--- src/sv/l3d_pkg.sv ---
// ----------------------------------------------------------------------------
// l3d_pkg
// Shared widths, codes, types and the lerp helper of the 3D LUT sampler.
// ----------------------------------------------------------------------------
package l3d_pkg;

  localparam int MAX_GRID    = 33;
  localparam int FRAC_BITS   = 16;
  localparam int SAMPLE_W    = FRAC_BITS + 4;
  localparam int SCALE_W     = FRAC_BITS + 8;
  localparam int SIZE_W      = 6;
  localparam int INDEX_W     = 16;
  localparam int STORE_DEPTH = MAX_GRID * MAX_GRID * MAX_GRID;
  localparam int ADDR_W      = $clog2(STORE_DEPTH);
  localparam int ENTRY_W     = 3 * SAMPLE_W;
  localparam int POS_RAW_W   = SAMPLE_W + SCALE_W - FRAC_BITS;
  localparam int POS_W       = SIZE_W + FRAC_BITS;
  localparam int ROW_W       = 2 * SIZE_W;
  localparam int LERP_W      = SAMPLE_W + FRAC_BITS + 2;
  localparam int CFG_IDX_W   = 3;
  localparam int CFG_DATA_W  = SCALE_W;

  localparam logic [SIZE_W-1:0] SIZE_MIN = SIZE_W'(2);
  localparam logic [SIZE_W-1:0] SIZE_MAX = SIZE_W'(MAX_GRID);

  // operation codes
  localparam logic OP_WRITE  = 1'b0;
  localparam logic OP_SAMPLE = 1'b1;

  // register indexes
  localparam logic [CFG_IDX_W-1:0] CFG_LUT_SIZE   = 3'd0;
  localparam logic [CFG_IDX_W-1:0] CFG_MIN_RED    = 3'd1;
  localparam logic [CFG_IDX_W-1:0] CFG_MIN_GREEN  = 3'd2;
  localparam logic [CFG_IDX_W-1:0] CFG_MIN_BLUE   = 3'd3;
  localparam logic [CFG_IDX_W-1:0] CFG_SCALE_RED  = 3'd4;
  localparam logic [CFG_IDX_W-1:0] CFG_SCALE_GREEN = 3'd5;
  localparam logic [CFG_IDX_W-1:0] CFG_SCALE_BLUE = 3'd6;

  localparam logic [SCALE_W-1:0] SCALE_RESET = SCALE_W'((MAX_GRID - 1) * (1 << FRAC_BITS));

  typedef logic signed [SAMPLE_W-1:0] l3d_val_t;
  typedef l3d_val_t [2:0]             l3d_rgb_t;
  typedef l3d_rgb_t [7:0]             l3d_corner_t;

  typedef struct packed {
    logic                 operation;
    logic [INDEX_W-1:0]   entry_index;
    logic signed [SAMPLE_W-1:0] entry_red;
    logic signed [SAMPLE_W-1:0] entry_green;
    logic signed [SAMPLE_W-1:0] entry_blue;
    logic signed [SAMPLE_W-1:0] sample_red;
    logic signed [SAMPLE_W-1:0] sample_green;
    logic signed [SAMPLE_W-1:0] sample_blue;
  } l3d_req_t;

  typedef struct packed {
    logic signed [SAMPLE_W-1:0] out_red;
    logic signed [SAMPLE_W-1:0] out_green;
    logic signed [SAMPLE_W-1:0] out_blue;
  } l3d_res_t;

  typedef struct packed {
    logic [2:0][SAMPLE_W-1:0] dmin;
    logic [2:0][SCALE_W-1:0]  scale;
    logic [SIZE_W-1:0]        size;
  } l3d_cfg_t;

  typedef struct packed {
    logic                        valid;
    logic [2:0][SIZE_W-1:0]      lo;
    logic [2:0][SIZE_W-1:0]      hi;
    logic [2:0][FRAC_BITS-1:0]   t;
  } l3d_pos_t;

  typedef struct packed {
    logic                        valid;
    logic [7:0][ADDR_W-1:0]      addr;
    logic [2:0][FRAC_BITS-1:0]   t;
  } l3d_addr_t;

  typedef struct packed {
    logic                en;
    logic [ADDR_W-1:0]   addr;
    logic [ENTRY_W-1:0]  data;
  } l3d_wr_t;

  // a + round((b - a) * t / 2^F), halves toward plus infinity
  function automatic l3d_val_t l3d_lerp(input l3d_val_t a, input l3d_val_t b,
                                        input logic [FRAC_BITS-1:0] t);
    logic signed [SAMPLE_W:0]    diff;
    logic signed [FRAC_BITS:0]   tt;
    logic signed [LERP_W-1:0]    prod;
    logic signed [LERP_W-1:0]    sh;
    diff = SAMPLE_W'(0) + ({b[SAMPLE_W-1], b} - {a[SAMPLE_W-1], a});
    tt   = {1'b0, t};
    prod = LERP_W'(diff * tt) + LERP_W'(1 << (FRAC_BITS - 1));
    sh   = prod >>> FRAC_BITS;
    return l3d_val_t'(a + sh[SAMPLE_W-1:0]);
  endfunction

endpackage

--- src/sv/l3d_grid_map.sv ---
// ----------------------------------------------------------------------------
// l3d_grid_map
// Three stages: offset from domain minimum, scale, clamp and split per channel.
// ----------------------------------------------------------------------------
module l3d_grid_map import l3d_pkg::*; (
  input  logic              clk,
  input  logic              rst_n,
  input  logic              in_valid,
  input  l3d_rgb_t          sample,
  input  l3d_cfg_t          cfg,
  output l3d_pos_t          pos
);

  logic                       v1_r, v2_r, v3_r;
  logic signed [SAMPLE_W:0]   d_r   [3];
  logic signed [SAMPLE_W:0]   d_nxt [3];
  logic [POS_RAW_W-1:0]       p_r   [3];
  logic [POS_RAW_W-1:0]       p_nxt [3];
  l3d_pos_t                   pos_r, pos_nxt;

  always_comb begin
    logic [SAMPLE_W+SCALE_W-1:0] prod;
    logic [POS_W-1:0]            limit;
    logic [POS_W-1:0]            pc;
    logic [SIZE_W:0]             lo_inc;
    prod    = '0;
    limit   = {cfg.size - SIZE_W'(1), {FRAC_BITS{1'b0}}};
    pc      = '0;
    lo_inc  = '0;
    pos_nxt = '0;
    for (int c = 0; c < 3; c++) begin
      d_nxt[c] = {sample[c][SAMPLE_W-1], sample[c]} -
                 {cfg.dmin[c][SAMPLE_W-1], cfg.dmin[c]};
      prod = d_r[c][SAMPLE_W-1:0] * cfg.scale[c];
      if (d_r[c] <= 0 || cfg.scale[c] == '0) begin
        p_nxt[c] = '0;
      end else begin
        p_nxt[c] = prod[SAMPLE_W+SCALE_W-1:FRAC_BITS];
      end
      pc = (p_r[c] > POS_RAW_W'(limit)) ? limit : p_r[c][POS_W-1:0];
      pos_nxt.lo[c] = pc[POS_W-1:FRAC_BITS];
      pos_nxt.t[c]  = pc[FRAC_BITS-1:0];
      lo_inc = {1'b0, pc[POS_W-1:FRAC_BITS]} + (SIZE_W+1)'(1);
      pos_nxt.hi[c] = (lo_inc < {1'b0, cfg.size}) ? lo_inc[SIZE_W-1:0]
                                                  : cfg.size - SIZE_W'(1);
    end
    pos_nxt.valid = v2_r;
  end

  always_ff @(posedge clk) begin
    if (!rst_n) begin
      v1_r <= 1'b0;
      v2_r <= 1'b0;
      v3_r <= 1'b0;
    end else begin
      v1_r <= in_valid;
      v2_r <= v1_r;
      v3_r <= v2_r;
    end
  end

  always_ff @(posedge clk) begin
    for (int c = 0; c < 3; c++) begin
      d_r[c] <= d_nxt[c];
      p_r[c] <= p_nxt[c];
    end
    pos_r <= pos_nxt;
  end

  always_comb begin
    pos       = pos_r;
    pos.valid = v3_r;
  end

endmodule

--- config.mk ---
export PLATFORM = sky130hd
export DESIGN_NAME = l3d_grid_map
export DESIGN_NICKNAME = d
export VERILOG_FILES = /design/src/sv/l3d_pkg.sv /design/src/sv/l3d_grid_map.sv
export SDC_FILE = /design/constraint.sdc
export NUM_CORES = 2
export LEC_CHECK = 0
export ABC_AREA = 1
export BUFFER_PORTS_ARGS = -buffer_cell sky130_fd_sc_hd__buf_2
export CORE_MARGIN = 10
export CORE_UTILIZATION = 65
export DETAILED_ROUTE_END_ITERATION = 12
export PLACE_DENSITY = 0.91
export SKIP_LAST_GASP = 1
export SLEW_MARGIN = 25
export SYNTH_ARGS = -nofsm -noshare
export SYNTH_HDL_FRONTEND = slang
export SYNTH_SLANG_ARGS = --single-unit
--- constraint.sdc ---
create_clock -name clk -period 15.18 [get_ports clk]
set_input_delay 4.554 -clock clk [delete_from_list [all_inputs] [get_ports clk]]
set_output_delay 4.554 -clock clk [all_outputs]
set_load 0.05 [all_outputs]
==> impl_metrics.yaml <==
outcome:
  status: "finished, final reports clean"
worst_setup_path:
  worstReg2RegEnd: "p_r[0][6]"
  end_kind: "flip-flop"
  rr_startpoint: "d_r[0][3]"
  critPathLaunchType: "primary input"
  r2r_cells: 25
  cp.required_ns: 15.70
  arrival_ns: 11.05
  worstSetupPathType: "primary input to flip-flop"
  crit_fanout: 21
  rrSetupSlack_ns: 8.37
detailed_routing:
  wl_mm: 179
  drt_iter0_drc: 5041
  dr_total_vias: 53000
  viasPerCell: 5.56
  wire_per_inst_um: 18.8
  dr.pass1.iters: 12
  drc_errors: 0
  ant_nets: 0
timing:
  holdWs_ns: 0.427
  tightest_slew_ns: 1.00
  fin_crit_ns: 10.53
  fin_skew_ns: 0.0143
  hold_viol: 0
  tns_ns: 0
  fmax_mhz: 95.0
  setup_viol: 0
  timing.final.crit_share_pct: 69.4
  maxSlewViolCount: 0
  rsz0062_at_grt: "no"
  relSlewSlack_pct: 33.2
logic_synthesis:
  synth-seq-cells: 234
  synth_cell_types: 49
  syn_area_um2: 61100
  netlist_instances: 8244
  syn_nets: 10200
  avgSynthCellArea_um2: 7.41
  yosysSeqAreaShare_pct: 7.67
  yosysWarnings: 0
die:
  ioPinCount: 286
  fp.coreArea_um2: 93300
  start_util_pct: 65.5
  design.die.area_um2: 107000
  dieWidth_um: 327
  fp.dieH_um: 327
  row_count: 112
finish:
  final_util_pct: 68.7
  drive_above_1_share_pct: 5.61
  synthToLayoutAreaGrowth_pct: 4.96
  mostFrequentLayoutCells: "inv_1 (2,474), nand2_1 (2,026), fa_1 (1,176), ha_1 (553), nor2_1 (390)"
  final_common_cell: "inv_1"
  fin_nets: 10200
flow_run:
  maxCapViolations: 0
clock_network:
  clk_path_buf_depth: 3
  cts_sinks: 234
  cts_hold_buf: 0
  clk_pin_slew_ns: 0.06
  ctsHtreeMaxLevel: 1
  cts_tree: "built"
  ctsRootBufferMaster: "clkbuf_16"
  numCtsBuffers: 29
  post-cts-setup-buffers: 0
  cts.repair.resized: 0
  insertion_delay_ns: 0.63
hold_path:
  hold_start: "v1_r"
  min_to: "v2_r"
  hp-class: "flip-flop to flip-flop"
  hold_depth: 2
global_routing:
  grt_pass1_wl_mm: 291
  grt_max_degree: 29
  grt_overflow: 0
  grt_pass1_vias: 57900
  antenna_found_initial: 4
  grt_usage_pct: 33.8
placement:
  hpwlAfterDp_mm: 144
  port_buffers: 285
  place.gp.congestion: 0.987
-- state kept, by name, indices dropped and copies added (netlist names) --
name / flops
v3_r: 1
d_r: 63
v2_r: 1
p_r: 84
v1_r: 1
pos: 84
-- stage by stage --
step / instances / cell area [um^2] / worst slack, ns
6_report: 9539 / 64100 / 4.65
4_1_cts: 9537 / 64100 / 4.81
2_1_floorplan: 8244 / 61100 / 5.12
3_3_place_gp: 9484 / 63000 / 4.24
3_5_place_dp: 9484 / 63100 / 4.14
5_1_grt: 9539 / 64100 / 4.41
-- worst max-delay path: stages --
cell and delay (ns):
buf_2 0.43, nand2_1 0.17, fa_1 0.57, inv_1 0.06, fa_1 0.50, inv_1 0.06
fa_1 0.54, inv_1 0.06, fa_1 0.51, fa_1 0.44, fa_1 0.50, inv_1 0.05
fa_1 0.47, inv_1 0.04, ha_1 0.39, nand2_1 0.13, nor2_1 0.15, inv_1 0.09
nor2_1 0.10, inv_1 0.07, nor4_1 0.33, nand2_1 0.09, nand2_1 0.17, xor2_1 0.26
inv_1 0.07, nor2_1 0.23
-- synth_stat cells, drive strengths merged --
library cell	number	area share [%]
o21ai	173	1.4
nor2	402	2.5
nand2	2065	13
clkbuf	308	1.9
nor3	38	0.33
o21bai	40	0.50
xnor2	32	0.46
a21oi	285	2.3
a21boi	20	0.25
nand4	18	0.19
o21a	35	0.43
buf	23	0.23
a21o	28	0.34
dfxtp	234	7.7
ha	553	11
or2	1	0.010
a31oi	20	0.22
nor3b	2	0.025
a211oi	1	0.012
o31a	2	0.029
inv	2481	15
fa	1176	39
nand3	200	1.7
o211ai	9	0.11
nand3b	6	0.074
nor4	35	0.36
and3	6	0.061
and2	3	0.031
o211a	6	0.098
xor2	42	0.63
-- layer usage --
| layer | GRT usage, % | share of wire [%] | routed length [um] | vias up |
|---|---|---|---|---|
| met4 | 19.2 | 6.7 | 12000 | 4 |
| li1 | - | - | - | 23700 |
| met3 | 6.10 | 10 | 18200 | 889 |
| met1 | 40.1 | 36 | 63900 | 25300 |
| met2 | 57.6 | 48 | 85300 | 3218 |
| met5 | 0 | 0.014 | 25 | - |
-- worst max path at each step --
stage	slack (ns)	start	cells after the start	end
2_1_floorplan	5.12	cfg[55]	24	p_r[0][77]
3_3_place_gp	4.24	cfg[13]	26	p_r[0][6]
3_5_place_dp	4.14	cfg[13]	26	p_r[0][6]
4_1_cts	4.81	cfg[13]	26	p_r[0][6]
5_1_grt	4.41	cfg[13]	26	p_r[0][6]
6_report	4.65	cfg[13]	26	p_r[0][6]
-- cell type report --
cell class | count | area [um^2]
multi-input cells | 5198 | 45800
clock inverters | 18 | 264
diodes | 2 | 5.00
repair buffers | 317 | 1670
clock buffers | 35 | 778
inverters | 2481 | 9310
flip-flops and latches | 234 | 4720
well taps | 1254 | 1570
fillers | 7331 | 29200
-- kinds of logic (layout without fill, tap and decap cells) --
kind of cell | count (synthesis) | in the layout | synth area share, %
adder cells (fa/ha/maj) | 1729 | 1729 | 49.9
flip-flops | 234 | 234 | 7.67
buffers and inverters | 2812 | 2851 | 17.4
other | 0 | 2 | 0
AND/OR/NAND/NOR | 2776 | 2776 | 18.3
XOR/XNOR | 74 | 74 | 1.09
AO/OA/AOI/OAI | 619 | 619 | 5.73
Power is not shown: default switching activity piles up to over one toggle a cycle in this logic, so the estimate is an artifact.
