$ cat src/sv/l3d_pkg.sv
// ----------------------------------------------------------------------------
// l3d_pkg
// Shared widths, codes, types and the lerp helper of the 3D LUT sampler.
// ----------------------------------------------------------------------------
package l3d_pkg;

  localparam int MAX_GRID    = 33;
  localparam int FRAC_BITS   = 16;
  localparam int SAMPLE_W    = FRAC_BITS + 4;
  localparam int SCALE_W     = FRAC_BITS + 8;
  localparam int SIZE_W      = 6;
  localparam int INDEX_W     = 16;
  localparam int STORE_DEPTH = MAX_GRID * MAX_GRID * MAX_GRID;
  localparam int ADDR_W      = $clog2(STORE_DEPTH);
  localparam int ENTRY_W     = 3 * SAMPLE_W;
  localparam int POS_RAW_W   = SAMPLE_W + SCALE_W - FRAC_BITS;
  localparam int POS_W       = SIZE_W + FRAC_BITS;
  localparam int ROW_W       = 2 * SIZE_W;
  localparam int LERP_W      = SAMPLE_W + FRAC_BITS + 2;
  localparam int CFG_IDX_W   = 3;
  localparam int CFG_DATA_W  = SCALE_W;

  localparam logic [SIZE_W-1:0] SIZE_MIN = SIZE_W'(2);
  localparam logic [SIZE_W-1:0] SIZE_MAX = SIZE_W'(MAX_GRID);

  // operation codes
  localparam logic OP_WRITE  = 1'b0;
  localparam logic OP_SAMPLE = 1'b1;

  // register indexes
  localparam logic [CFG_IDX_W-1:0] CFG_LUT_SIZE   = 3'd0;
  localparam logic [CFG_IDX_W-1:0] CFG_MIN_RED    = 3'd1;
  localparam logic [CFG_IDX_W-1:0] CFG_MIN_GREEN  = 3'd2;
  localparam logic [CFG_IDX_W-1:0] CFG_MIN_BLUE   = 3'd3;
  localparam logic [CFG_IDX_W-1:0] CFG_SCALE_RED  = 3'd4;
  localparam logic [CFG_IDX_W-1:0] CFG_SCALE_GREEN = 3'd5;
  localparam logic [CFG_IDX_W-1:0] CFG_SCALE_BLUE = 3'd6;

  localparam logic [SCALE_W-1:0] SCALE_RESET = SCALE_W'((MAX_GRID - 1) * (1 << FRAC_BITS));

  typedef logic signed [SAMPLE_W-1:0] l3d_val_t;
  typedef l3d_val_t [2:0]             l3d_rgb_t;
  typedef l3d_rgb_t [7:0]             l3d_corner_t;

  typedef struct packed {
    logic                 operation;
    logic [INDEX_W-1:0]   entry_index;
    logic signed [SAMPLE_W-1:0] entry_red;
    logic signed [SAMPLE_W-1:0] entry_green;
    logic signed [SAMPLE_W-1:0] entry_blue;
    logic signed [SAMPLE_W-1:0] sample_red;
    logic signed [SAMPLE_W-1:0] sample_green;
    logic signed [SAMPLE_W-1:0] sample_blue;
  } l3d_req_t;

  typedef struct packed {
    logic signed [SAMPLE_W-1:0] out_red;
    logic signed [SAMPLE_W-1:0] out_green;
    logic signed [SAMPLE_W-1:0] out_blue;
  } l3d_res_t;

  typedef struct packed {
    logic [2:0][SAMPLE_W-1:0] dmin;
    logic [2:0][SCALE_W-1:0]  scale;
    logic [SIZE_W-1:0]        size;
  } l3d_cfg_t;

  typedef struct packed {
    logic                        valid;
    logic [2:0][SIZE_W-1:0]      lo;
    logic [2:0][SIZE_W-1:0]      hi;
    logic [2:0][FRAC_BITS-1:0]   t;
  } l3d_pos_t;

  typedef struct packed {
    logic                        valid;
    logic [7:0][ADDR_W-1:0]      addr;
    logic [2:0][FRAC_BITS-1:0]   t;
  } l3d_addr_t;

  typedef struct packed {
    logic                en;
    logic [ADDR_W-1:0]   addr;
    logic [ENTRY_W-1:0]  data;
  } l3d_wr_t;

  // a + round((b - a) * t / 2^F), halves toward plus infinity
  function automatic l3d_val_t l3d_lerp(input l3d_val_t a, input l3d_val_t b,
                                        input logic [FRAC_BITS-1:0] t);
    logic signed [SAMPLE_W:0]    diff;
    logic signed [FRAC_BITS:0]   tt;
    logic signed [LERP_W-1:0]    prod;
    logic signed [LERP_W-1:0]    sh;
    diff = SAMPLE_W'(0) + ({b[SAMPLE_W-1], b} - {a[SAMPLE_W-1], a});
    tt   = {1'b0, t};
    prod = LERP_W'(diff * tt) + LERP_W'(1 << (FRAC_BITS - 1));
    sh   = prod >>> FRAC_BITS;
    return l3d_val_t'(a + sh[SAMPLE_W-1:0]);
  endfunction

endpackage

$ cat src/sv/l3d_addr_gen.sv
// ----------------------------------------------------------------------------
// l3d_addr_gen
// Two stages: row offsets for the four blue/green pairs, then eight addresses.
// ----------------------------------------------------------------------------
module l3d_addr_gen import l3d_pkg::*; (
  input  logic              clk,
  input  logic              rst_n,
  input  l3d_pos_t          pos,
  input  logic [SIZE_W-1:0] size,
  output l3d_addr_t         addr
);

  logic                       v4_r, v5_r;
  logic [ROW_W-1:0]           row_r   [4];
  logic [ROW_W-1:0]           row_nxt [4];
  logic [SIZE_W-1:0]          rlo_r, rhi_r;
  logic [2:0][FRAC_BITS-1:0]  t4_r;
  l3d_addr_t                  addr_r, addr_nxt;

  always_comb begin
    logic [SIZE_W-1:0]    b;
    logic [SIZE_W-1:0]    g;
    logic [ROW_W+SIZE_W-1:0] lin;
    b = '0;
    g = '0;
    lin = '0;
    addr_nxt = '0;
    // row j: bit0 picks upper green, bit1 upper blue
    for (int j = 0; j < 4; j++) begin
      b = j[1] ? pos.hi[2] : pos.lo[2];
      g = j[0] ? pos.hi[1] : pos.lo[1];
      row_nxt[j] = ROW_W'(b * size) + ROW_W'(g);
    end
    for (int k = 0; k < 8; k++) begin
      lin = (ROW_W+SIZE_W)'(row_r[k >> 1] * size) +
            (ROW_W+SIZE_W)'(k[0] ? rhi_r : rlo_r);
      addr_nxt.addr[k] = lin[ADDR_W-1:0];
    end
    addr_nxt.t = t4_r;
  end

  always_ff @(posedge clk) begin
    if (!rst_n) begin
      v4_r <= 1'b0;
      v5_r <= 1'b0;
    end else begin
      v4_r <= pos.valid;
      v5_r <= v4_r;
    end
  end

  always_ff @(posedge clk) begin
    for (int j = 0; j < 4; j++) begin
      row_r[j] <= row_nxt[j];
    end
    rlo_r  <= pos.lo[0];
    rhi_r  <= pos.hi[0];
    t4_r   <= pos.t;
    addr_r <= addr_nxt;
  end

  always_comb begin
    addr       = addr_r;
    addr.valid = v5_r;
  end

endmodule

$ cat config.mk
export PLATFORM = sky130hd
export DESIGN_NAME = l3d_addr_gen
export DESIGN_NICKNAME = d
export VERILOG_FILES = /design/src/sv/l3d_pkg.sv /design/src/sv/l3d_addr_gen.sv
export SDC_FILE = /design/constraint.sdc
export NUM_CORES = 1
export LEC_CHECK = 0
export ABC_AREA = 1
export BUFFER_PORTS_ARGS = -buffer_cell sky130_fd_sc_hd__clkbuf_2
export CAP_MARGIN = 20
export CORE_MARGIN = 2
export CORE_UTILIZATION = 50
export CTS_BUF_LIST = sky130_fd_sc_hd__clkbuf_4
export DETAILED_ROUTE_END_ITERATION = 6
export HOLD_SLACK_MARGIN = 0.06
export PLACE_DENSITY = 0.79
export SLEW_MARGIN = 20
export SYNTH_ARGS = -nofsm -noshare
export SYNTH_HDL_FRONTEND = slang
export SYNTH_SLANG_ARGS = --single-unit
$ cat constraint.sdc
create_clock -name clk -period 5.35 [get_ports clk]
set_input_delay 0.535 -clock clk [delete_from_list [all_inputs] [get_ports clk]]
set_output_delay 0.535 -clock clk [all_outputs]
set_load 0.05 [all_outputs]
==> flow_metrics.env <==
export IMPL_hold_path_class="input port to flop"
export IMPL_hold_depth=2
export IMPL_fin_setup_tns_ns=0
export IMPL_clkLatencyLatePin_ns=0.74
export IMPL_critPathRequiredTime_ns=5.99
export IMPL_layout_nets=3865
export IMPL_synth_cell_types=38
export IMPL_fmax_mhz=233
export IMPL_cts_setup_buffers=0
export IMPL_drtIter0Drc=1174
export IMPL_synth_top_area_share_pct=25.5
export IMPL_ys_seq_elements=286
export IMPL_ant_nets=0
export IMPL_timing_rr_end="addr[108]$_DFF_P_"
export IMPL_reg2reg_slack_ns=1.05
export IMPL_cap_viol_max_count=0
export IMPL_totalWireLength_mm=55.5
export IMPL_crit_buf_inv=2
export IMPL_hp_start="pos[72]"
export IMPL_cp_slowest_cell="fa_1"
export IMPL_worst_path_stages=15
export IMPL_area_growth_pct=16.2
export IMPL_wire_per_inst_um=13.9
export IMPL_dieArea_sq_mm=0.0466
export IMPL_num_fill_cells=3926
export IMPL_die_h_um=216
export IMPL_crit_fanout=6
export IMPL_r2r_cells=15
export IMPL_dr_wl_met2_mm=26.1
export IMPL_via_per_inst=4.78
export IMPL_top_layer="met5"
export IMPL_clk_path_buf_depth=3
export IMPL_cts_htree_levels=3
export IMPL_dpl_hpwl_mm=43.9
export IMPL_overflow=0
export IMPL_grt_max_degree=32
export IMPL_critical_path_top_delay_family="adder cells"
export IMPL_ctsResizeCount=0
export IMPL_min_period_over_period_pct=80.3
export IMPL_synth_area_per_cell_sq_um=7.52
export IMPL_clk_pin_slew_ns=0.06
export IMPL_numCtsBuffers=71
export IMPL_antenna_found_initial=2
export IMPL_vias=19164
export IMPL_outcome="completed"
export IMPL_end_kind="flop"
export IMPL_yosysSeqAreaShare_pct=25.5
export IMPL_track_usage_pct=24.1
export IMPL_r2r_start="row_r[1][2]$_DFF_P_"
export IMPL_grt_pass1_vias=18704
export IMPL_drt_pre_antenna_iters=5
export IMPL_layout_drive_gt1_share_pct=13.3
export IMPL_cts_root_buf="clkbuf_4"
export IMPL_critPathKind="flop to flop"
export IMPL_initial_utilization_pct=50.7
export IMPL_holdPathEnd="row_r[0][0]$_DFF_P_"
export IMPL_skew_ns=0.0502
export IMPL_crit_chain="nand2_1, fa_1, fa_1, fa_1, inv_1, ha_1, xor2_1, ha_1, nand2_1, o311ai_2, nand2_1, nor2_1, nand3b_1, nand2_1, inv_1"
export IMPL_crit_path_start_kind="flop"
export IMPL_drt_met1_wl_mm=24.1
export IMPL_core_sq_mm=0.0442
export IMPL_cts_tree="yes"
export IMPL_drc=0
export IMPL_port_buffers=269
export IMPL_min_period_ns=4.30
export IMPL_slew_violations=0
export IMPL_tightest_slew_ns=0.820
export IMPL_finalHoldViolCount=0
export IMPL_syn_area_sq_mm=0.0224
export IMPL_routabilityCongestion=0.938
export IMPL_ios=270
export IMPL_grt_pass1_wl_mm=91.3
export IMPL_cts_sinks=286
export IMPL_ys_warn_count=0
export IMPL_synth_fp_nets=3477
export IMPL_rows=77
export IMPL_syn_inst=2982
export IMPL_slew_limit_headroom_pct=45.3
export IMPL_yosysTopAreaCell="dfxtp_1"
export IMPL_arrival_ns=4.93
export IMPL_cpPeakStageDelay_ns=0.61
export IMPL_rsz0062_at_grt="false"
export IMPL_crit_top_cell="nand2_1"
export IMPL_postCtsHoldBufs=63
export IMPL_synth_area_leaders="dfxtp_1 (26%), fa_1 (18%), nand2_1 (14%)"
export IMPL_finalSetupViolCount=0
export IMPL_fp_dieW_um=216
export IMPL_route_met3_wl_mm=3.76
[cell usage in the layout (no fill, tap or decap), drive strengths merged]
cell type,count
clkinv,17
o21bai,5
clkinvlp,2
o21ai,12
a21oi,73
xor2,122
dfxtp,286
clkbuf,362
xnor2,26
fa,206
a31oi,2
ha,196
nand4,53
o311ai,3
inv,785
dlygate4sd3,63
nand3,149
a31o,7
nand2,877
bufinv,2
buf,25
or2,3
a21o,15
nand3b,7
and3,3
nor2,101
diode,1
nor3,8
o211ai,3
[metal layers]
layer / GRT usage (%) / vias up
li1: - / 9622
met5: 0 / -
met3: 4.41 / 93
met4: 8.64 / 2
met2: 41.3 / 636
met1: 30.5 / 8811
[Yosys cell counts]
library cell / number
o311ai_2: 2
a31oi_1: 2
nand3_2: 4
xnor2_2: 2
inv_2: 6
or2_0: 1
a21o_1: 15
o21bai_1: 5
xor2_1: 121
or2_1: 2
o311ai_1: 1
dfxtp_1: 286
nor2_1: 89
o211ai_1: 3
nand2_1: 862
buf_2: 1
nand4_1: 53
a21oi_1: 70
nand2_2: 15
clkbuf_1: 36
buf_4: 1
o21ai_0: 9
xnor2_1: 24
nand3_1: 145
nor3_1: 8
buf_1: 4
o21ai_2: 1
a31o_2: 7
nand3b_1: 7
inv_1: 777
a21oi_2: 3
and3_1: 3
fa_1: 206
nor2_2: 8
ha_1: 196
o21ai_1: 2
xor2_2: 1
nor2_4: 4
[cell families after synthesis]
kind of cell             share of synthesized area, %
AO/OA/AOI/OAI                                    3.25
flip-flops                                       25.5
buffers and inverters                            13.8
AND/OR/NAND/NOR                                  22.2
adder cells (fa/ha/maj)                          29.3
XOR/XNOR                                         5.88
[through the flow]
stage	hold slack, ns	std cells	utilization (%)	cell area, sq um	setup WS (ns)
floorplan	0.310	2982	-	22400	0.519
global placement	0.310	3826	55.6	24600	0.446
detailed placement	0.312	3826	55.6	24600	0.385
CTS	0.102	4005	59.0	26100	1.05
global route	0.113	4006	59.0	26100	0.766
finish	0.165	4006	59.0	26100	1.05
[how the worst max path moves through the flow]
stage	from	to	slack, ns
2_1_floorplan	size[4]	addr[108]$_DFF_P_	0.52
3_3_place_gp	size[0]	addr[140]$_DFF_P_	0.45
3_5_place_dp	size[0]	addr[140]$_DFF_P_	0.39
4_1_cts	row_r[1][2]$_DFF_P_	addr[108]$_DFF_P_	1.05
5_1_grt	row_r[1][0]$_DFF_P_	addr[108]$_DFF_P_	0.77
6_report	row_r[1][2]$_DFF_P_	addr[108]$_DFF_P_	1.05
[final cells by class]
cell class | count | area, sq um | share of cell area, %
antenna | 1 | 2.50 | 0.00960
multi-input combinational | 1871 | 13600 | 52.2
tap | 592 | 741 | 2.84
inverter | 783 | 2940 | 11.3
timing repair buffer | 357 | 2200 | 8.45
sequential | 286 | 5730 | 22.0
clock buffer | 93 | 698 | 2.68
clock inverter | 23 | 156 | 0.600
[worst register-to-register path, delay by kind of cell (launching register included)]
family | cells | cell delay, ns
simple gates | 6 | 0.72
fa+ha+maj | 5 | 2.35
buf+inv | 2 | 0.09
flops | 1 | 0.47
xor+xnor | 1 | 0.19
compound gates | 1 | 0.40
[sequential cells by signal (all words and copies together), names as in the netlist]
name / count
rhi_r: 6
v5_r: 1
row_r: 48
rlo_r: 6
addr: 176
v4_r: 1
addr_nxt: 48
Power is not shown: default switching activity piles up to over one toggle a cycle in this logic, so the estimate is an artifact.
